**config.mk**
```make
export PLATFORM = sky130hd
export DESIGN_NAME = rmj_sqrt
export DESIGN_NICKNAME = d
export VERILOG_FILES = /design/src/sv/rmj_pkg.sv /design/src/sv/rmj_sqrt.sv
export SDC_FILE = /design/constraint.sdc
export NUM_CORES = 2
export LEC_CHECK = 0
export BUFFER_PORTS_ARGS = -buffer_cell sky130_fd_sc_hd__clkbuf_2
export CAP_MARGIN = 5
export CORE_MARGIN = 5
export CORE_UTILIZATION = 55
export DETAILED_ROUTE_END_ITERATION = 10
export PLACE_DENSITY_LB_ADDON = 0.05
export SLEW_MARGIN = 25
export SYNTH_ARGS = -nofsm -noshare
export SYNTH_HDL_FRONTEND = slang
export SYNTH_MEMORY_MAX_BITS = 65536
export SYNTH_SLANG_ARGS = --single-unit
```
**constraint.sdc**
```tcl
create_clock -name clk -period 4.1 [get_ports clk]
set_clock_uncertainty 0.05 [all_clocks]
set_input_delay 0.205 -clock clk [delete_from_list [all_inputs] [get_ports clk]]
set_output_delay 0.205 -clock clk [all_outputs]
set_load 0.02 [all_outputs]
```
**src/sv/rmj_pkg.sv**
```systemverilog
package rmj_pkg;

	localparam int DataW     = 32;
	localparam int ThrW      = 16;
	localparam int ProdW     = 2 * DataW;      // squares, cross products, rho^2
	localparam int NumLanes  = 4;
	localparam int DivSteps  = ProdW - 1;      // quotient bits below the cap
	localparam int DivRemW   = ProdW - 1;
	localparam int DivNumW   = DataW - 1;      // numerator bits fed in one per step
	localparam int DivHiW    = ProdW - DivNumW;
	localparam int BrgW      = DataW + 1;      // bearing and range quotients
	localparam int SqW       = BrgW + 1;
	localparam int SqrtSteps = BrgW / 2 + 1;
	localparam int RngW      = DataW / 2 + 1;
	localparam int MulW      = RngW + DataW;
	localparam int RateW     = MulW + 1;

	localparam logic [ThrW-1:0]  ThrReset = ThrW'(7);
	localparam logic [BrgW-1:0]  QOne     = {1'b1, {DataW{1'b0}}};
	localparam logic [DataW-1:0] MaxVal   = {1'b0, {(DataW-1){1'b1}}};
	localparam logic [DataW-1:0] MinVal   = {1'b1, {(DataW-1){1'b0}}};

	typedef enum logic [1:0] {
		LANE_SQX = 2'd0,   // px^2
		LANE_APY = 2'd1,   // |py|
		LANE_APX = 2'd2,   // |px|
		LANE_CRS = 2'd3    // |vx py - vy px|
	} lane_t;

	typedef struct packed {
		logic signed [DataW-1:0] pos_x;
		logic signed [DataW-1:0] pos_y;
		logic signed [DataW-1:0] vel_x;
		logic signed [DataW-1:0] vel_y;
	} state_t;

	typedef struct packed {
		logic signed [DataW-1:0] range_by_px;
		logic signed [DataW-1:0] range_by_py;
		logic signed [DataW-1:0] bearing_by_px;
		logic signed [DataW-1:0] bearing_by_py;
		logic signed [DataW-1:0] rate_by_px;
		logic signed [DataW-1:0] rate_by_py;
		logic                    was_clamped;
		logic                    saturated;
	} jac_t;

	typedef struct packed {
		logic px_neg;
		logic py_neg;
		logic cneg;
		logic clamped;
		logic zero;
	} side_t;

	typedef struct packed {
		logic [NumLanes-1:0][ProdW-1:0] num;
		logic [ProdW-1:0]               den;
		side_t                          side;
	} div_in_t;

	typedef struct packed {
		logic [NumLanes-1:0][ProdW-1:0] quo;
		logic                           rem_nz;
		side_t                          side;
	} div_out_t;

	typedef struct packed {
		logic [RngW-1:0]  rng_x;
		logic [RngW-1:0]  rng_y;
		logic [BrgW-1:0]  brg_px;
		logic [BrgW-1:0]  brg_py;
		logic [ProdW-1:0] u;
		side_t            side;
	} sqrt_out_t;

endpackage

```
**src/sv/rmj_sqrt.sv**
```systemverilog
module rmj_sqrt import rmj_pkg::*; (
	input  logic      clk,
	input  logic      arst_n,
	input  logic      en,
	input  logic      iv,
	input  div_out_t  id,
	output logic      ov,
	output sqrt_out_t od
);

	// lane 0: x, lane 1: y; one result bit pair per stage
	typedef struct packed {
		logic [1:0][SqW-1:0] val;
		logic [1:0][SqW-1:0] res;
		logic [BrgW-1:0]     brg_px;
		logic [BrgW-1:0]     brg_py;
		logic [ProdW-1:0]    u;
		side_t               side;
	} sq_st_t;

	sq_st_t st_s [SqrtSteps+1];
	logic [SqrtSteps:0] v_s;
	sq_st_t prep;
	logic [BrgW-1:0] qx, qy;

	function automatic sq_st_t sq_step(sq_st_t s, logic [SqW-1:0] bitv);
		sq_st_t n;
		logic [SqW-1:0] sum;
		n = s;
		for (int l = 0; l < 2; l++) begin
			sum = s.res[l] + bitv;
			if (s.val[l] >= sum) begin
				n.val[l] = s.val[l] - sum;
				n.res[l] = (s.res[l] >> 1) + bitv;
			end else begin
				n.res[l] = s.res[l] >> 1;
			end
		end
		return n;
	endfunction

	// y^2/rho^2 quotient follows from the x one: they sum to 2^32, less one if inexact
	assign qx = id.quo[LANE_SQX][BrgW-1:0];
	assign qy = QOne - qx - BrgW'(id.rem_nz);

	always_comb begin
		prep        = '0;
		prep.val[0] = SqW'(qx);
		prep.val[1] = SqW'(qy);
		prep.brg_px = id.quo[LANE_APY][BrgW-1:0];
		prep.brg_py = id.quo[LANE_APX][BrgW-1:0];
		prep.u      = id.quo[LANE_CRS];
		prep.side   = id.side;
	end

	always_ff @(posedge clk or negedge arst_n) begin
		if (!arst_n) begin
			v_s <= '0;
		end else if (en) begin
			v_s <= {v_s[SqrtSteps-1:0], iv};
		end
	end

	always_ff @(posedge clk) begin
		if (en) begin
			st_s[0] <= prep;
			for (int k = 0; k < SqrtSteps; k++) begin
				st_s[k+1] <= sq_step(st_s[k], SqW'(1) << (2 * (SqrtSteps - 1 - k)));
			end
		end
	end

	always_comb begin
		od.rng_x  = st_s[SqrtSteps].res[0][RngW-1:0];
		od.rng_y  = st_s[SqrtSteps].res[1][RngW-1:0];
		od.brg_px = st_s[SqrtSteps].brg_px;
		od.brg_py = st_s[SqrtSteps].brg_py;
		od.u      = st_s[SqrtSteps].u;
		od.side   = st_s[SqrtSteps].side;
	end

	assign ov = v_s[SqrtSteps];

endmodule

```
# Word level (Yosys, flattened, before mapping)
# Memories as Yosys holds them, arrays and structs flattened.
# Cells that the tools add are included.
[classes]
muxes = 138
div_mod_pow = 0
mul = 0
addsub = 104
bitwise = 0
n_reduce_logical = 0
eq_ne = 0
n_shift = 0
magnitude_cmp = 34
[ops]
columns = ["op", "n"]
rows = [
  ["$mux W34", 136],
  ["$ge A34 B34 Y1", 34],
  ["$sub A34 B34 Y34", 34],
  ["$add A33 B1 Y34 const B", 2],
  ["$add A33 B11 Y34 const B", 2],
  ["$add A33 B13 Y34 const B", 2],
  ["$add A33 B15 Y34 const B", 2],
  ["$add A33 B17 Y34 const B", 2],
  ["$add A33 B19 Y34 const B", 2],
  ["$add A33 B21 Y34 const B", 2],
  ["$add A33 B23 Y34 const B", 2],
  ["$add A33 B25 Y34 const B", 2],
  ["$add A33 B27 Y34 const B", 2],
  ["$add A33 B29 Y34 const B", 2],
  ["$add A33 B3 Y34 const B", 2],
  ["$add A33 B31 Y34 const B", 2],
  ["$add A33 B33 Y34 const B", 2],
  ["$add A33 B5 Y34 const B", 2],
  ["$add A33 B7 Y34 const B", 2],
  ["$add A33 B9 Y34 const B", 2],
  ["$add A34 B1 Y34 const B", 2],
  ["$add A34 B11 Y34 const B", 2],
  ["$add A34 B13 Y34 const B", 2],
  ["$add A34 B15 Y34 const B", 2],
  ["16 further kinds", 30],
]
[totals]
latchBits = 0
wordCells = 278
reg_bits = 18
memories = 1
inputBits = 266
ramBits = 4878
romBits = 0
out_inout_bits = 170
[mem_list]
columns = ["memory", "words", "width", "read_ports", "rd_ports_with_merged_regs", "write_ports", "line_no", "source"]
rows = [
  ["st_s", 18, 271, 18, 0, 18, "rmj_sqrt.sv:21", "sq_st_t st_s [SqrtSteps+1];"],
]

# Logic depth before layout (Yosys ltp)
# An unclocked memory read counts as a cell.
[logic_depth]
word_depth = 5
depth_mapped = 13
mapped_depth_nobuf = 13

# Worst setup path after synthesis
# Ideal clock, no wire load.
[synth_timing]
path_kind = "flip-flop to flip-flop"
startpoint = "memory st_s[11][226] in the netlist's numbering"
endpoint = "memory st_s[12][224] in the netlist's numbering (data pin)"
synth_period_minus_slack_ns = 3.273
setup_slack_ns = 0.827
t_arrival_ns = 2.963
path_stages_with_launch = 10
path_buffers = 2
setup_ns = 0.260
t_required_ns = 3.790
cell_sequence = "edfxtp_1 -> or3_4 -> or2_4 -> or3_4 -> or4_1 -> or3_1 -> or2_1 -> buf_6 -> buf_6 -> mux2_4"
[synth_rtl]
columns = ["item", "line_no"]
rows = [
  ["from (decl)", "rmj_sqrt.sv:21"],
]

==> impl_metrics.json <==
{
  "final_area_sq_um": 165000,
  "placed_area_sq_um": 149000,
  "cts_setup_buffers": 0,
  "ys.flop_type": "edfxtp_1",
  "dp_hpwl_microns": 131000,
  "nets": 9456,
  "core_sq_um": 257000,
  "antenna_left": 0,
  "fin_setup_tns_ps": 0,
  "rows": 186,
  "path_class": "reg2reg",
  "placement.io_buffers": 342,
  "worst_path_max_delay_cell": "a2111oi_0",
  "grt_pass1_vias": 65771,
  "ctsHoldBuffers": 329,
  "cp_cell_sequence": "ha_1 -> and4_1 -> o211ai_1 -> a21oi_1 -> o21bai_1 -> a2111oi_0 -> o221ai_1 -> or4_1 -> xnor2_1",
  "dp_worst_setup_slack_ps": 499,
  "yosysUniqueCellTypes": 88,
  "path_delay_family": "compound AO/OA/AOI/OAI gates",
  "fmax_mhz": 271,
  "synthArstFlopShare": 0.00461,
  "p_per_area_nw_per_um2": 550,
  "dieArea_sq_um": 269000,
  "start_util": 0.553,
  "drive_gt1_frac": 0.120,
  "end_kind": "flop",
  "drc": 0,
  "place.gp.congestion": 0.890,
  "finalMaxSlewViolations": 0,
  "startpoint_type": "flop",
  "grt_overflow_total": 0,
  "fillerInstances": 17708,
  "grt_max_degree": 149,
  "cpPeakStageDelay_ps": 690,
  "tightest_slew_ps": 904,
  "maxCapViolCount": 0,
  "relSlewSlack": 0.382,
  "ys_ff_latch": 3908,
  "setup_viol": 0,
  "worstPathArrival_ps": 4280,
  "fin_crit_sh": 0.900,
  "synth_warnings": 0,
  "drt-vias-per-instance": 5.16,
  "antenna_found_initial": 21,
  "drt_iter0_drc": 4094,
  "hold_viol": 0,
  "setup_ws_ps": 411,
  "root_buffer": "clkbuf_16",
  "postSynthCellCount": 7729,
  "hp-class": "in2reg",
  "boundaryPins": 436,
  "synth_edf_count": 3890,
  "fp.dieH_microns": 518,
  "cts.sinks": 3908,
  "syn2layout_area_growth_pct": 16.0,
  "period_minus_slack_ps": 3690,
  "netlist_area_sq_um": 142000,
  "die_w_microns": 518,
  "worstPathMaxFanout": 8,
  "first_pass_iters": 8,
  "wire_per_inst_microns": 16.6,
  "path_clk_slew_ps": 60,
  "htreeDepth": 5,
  "outcome": "completed",
  "cts_tree": "done",
  "avgSynthCellArea_sq_um": 18.4,
  "rsz0062_at_grt": "no",
  "ys_seq_area_frac": 0.825,
  "insertion_delay_ps": 910,
  "cts.repair.resized": 0,
  "ir_drop_mv": 0.598,
  "critical_path_buf_inv_count": 0,
  "routed_wl_microns": 208000,
  "clockBufferDepth": 4,
  "grt_usage": 0.152,
  "grt_pass1_wl_microns": 338000,
  "cp.required_ps": 4690,
  "power.leakage_nw": 59.6,
  "numCtsBuffers": 386,
  "num_vias": 64745
}
[layout by cell type, fill, tap and decap left out, types with 51 or more instances in the layout]
| master | Yosys | final |
|---|---|---|
| nand4_1 | 65 | 65 |
| clkbuf_16 | 0 | 393 |
| o21ai_0 | 245 | 245 |
| dlygate4sd3_1 | 0 | 329 |
| nand3_1 | 79 | 79 |
| nor2_1 | 319 | 318 |
| buf_4 | 0 | 73 |
| clkbuf_2 | 0 | 341 |
| nand2_1 | 321 | 321 |
| ha_1 | 366 | 366 |
| nor4_1 | 142 | 142 |
| mux2_2 | 63 | 63 |
| o21a_1 | 91 | 91 |
| clkbuf_1 | 67 | 82 |
| clkinv_2 | 0 | 71 |
| nor2b_1 | 51 | 51 |
| a21o_1 | 73 | 73 |
| xor2_1 | 229 | 229 |
| a21oi_1 | 273 | 273 |
| edfxtp_1 | 3890 | 3890 |
| nor3_1 | 157 | 156 |
| clkinv_1 | 1 | 87 |
| nand2b_1 | 61 | 61 |
| xnor2_1 | 240 | 240 |
| or3_1 | 60 | 60 |
| inv_1 | 439 | 439 |
[layout make-up]
| cell class | instances | area [sq um] | share of cell area |
|---|---|---|---|
| flip-flops and latches | 3908 | 117000 | 0.711 |
| multi-input cells | 3305 | 22900 | 0.139 |
| clock buffers | 478 | 10200 | 0.0618 |
| repair buffers | 782 | 6330 | 0.0384 |
| well taps | 3384 | 4230 | 0.0257 |
| clock inverters | 228 | 2220 | 0.0135 |
| inverters | 441 | 1660 | 0.0100 |
| diodes | 15 | 37.5 | 0.000228 |
[cells by family after synthesis]
group           Yosys count  share of synthesized area
buf+inv                 519                     0.0139
mux                      68                    0.00539
fa+ha+maj               366                     0.0322
other cells               1                  0.0000264
flops                  3908                      0.825
xor+xnor                469                     0.0289
compound gates          954                     0.0423
simple gates           1444                     0.0522
[state kept, by name, indices dropped and copies added (netlist names)]
name and count:
st_s 3890, v_s 18
[report_power, final]
part           total (W)  switching (W)  internal [W]
registers         0.0495        0.00155        0.0480
clock network     0.0341         0.0141        0.0200
logic            0.00712        0.00407       0.00305
total             0.0907         0.0197        0.0710
[metal layers]
metal | global-route usage | share of wire | up-vias
met1 | 0.200 | 0.44 | 31092
met5 | 0 | 0.00036 | -
li1 | - | - | 32010
met3 | 0.0268 | 0.039 | 499
met2 | 0.255 | 0.49 | 1130
met4 | 0.0615 | 0.038 | 14
[cells in the mapped netlist (13+ instances only)]
cell type     n  area, sq um
xor2_1      229         2010
edfxtp_1   3890       117000
o21bai_1     21          158
o21a_1       91          683
clkbuf_1     67          251
o31ai_1      50          375
nor4_1      142          888
nor3b_1      13         97.6
nand2_1     321         1200
a21oi_1     273         1370
a211oi_1     31          233
a31oi_1      15         93.8
and2_1       16          100
nor3_1      157          786
o211ai_1     19          143
nor2_1      319         1200
inv_1       439         1650
o21ai_0     245         1230
or4_1        33          248
nand4_1      65          407
nand2b_1     61          382
a21o_1       73          548
nor2b_1      51          319
xnor2_1     240         2100
a2111oi_0    13          114
nand3_1      79          395
nand4b_1     15          131
ha_1        366         4580
or3_1        60          375
or2_2        16          100
mux2_2       63          709
a21boi_0     21          158
dfrtp_1      18          450
nor4b_1      28          245
and3_1       28          175
[per-stage QoR]
stage / hold WS [ps] / total power [W] / utilization / instances
floorplan: -141 / 0.0545 / - / 7732
global placement: 110 / 0.0569 / 0.580 / 11491
detailed placement: 120 / 0.0573 / 0.580 / 11491
CTS: 1.89 / 0.0919 / 0.642 / 12526
global route: 46.5 / 0.0948 / 0.642 / 12536
finish: 110 / 0.0907 / 0.642 / 12541
[worst register-to-register path, cell delays in order, from the launching register on]
cell	delay (ps)
edfxtp_1	400
ha_1	400
and4_1	260
o211ai_1	120
a21oi_1	250
o21bai_1	200
a2111oi_0	690
o221ai_1	410
or4_1	510
xnor2_1	150
[final timing paths]
| check | startpoint | end | slack, ps | cells past startpoint |
|---|---|---|---|---|
| setup / recovery | st_s[15][213]$_DFFE_PP_ | st_s[16][226]$_DFFE_PP_ | 410 | 9 |
| min in group asynchronous | arst_n | v_s[3]$_DFFE_PN0P_ | 460 | 3 |
| max in group asynchronous | arst_n | v_s[14]$_DFFE_PN0P_ | 3020 | 3 |
| hold reg to reg | st_s[0][32]$_DFFE_PP_ | st_s[1][32]$_DFFE_PP_ | 350 | 0 |
| setup reg to reg | st_s[15][213]$_DFFE_PP_ | st_s[16][226]$_DFFE_PP_ | 410 | 9 |
| hold / removal | id[11] | st_s[0][208]$_DFFE_PP_ | 110 | 2 |
No activity file was read; power rests on OpenSTA's default activity.
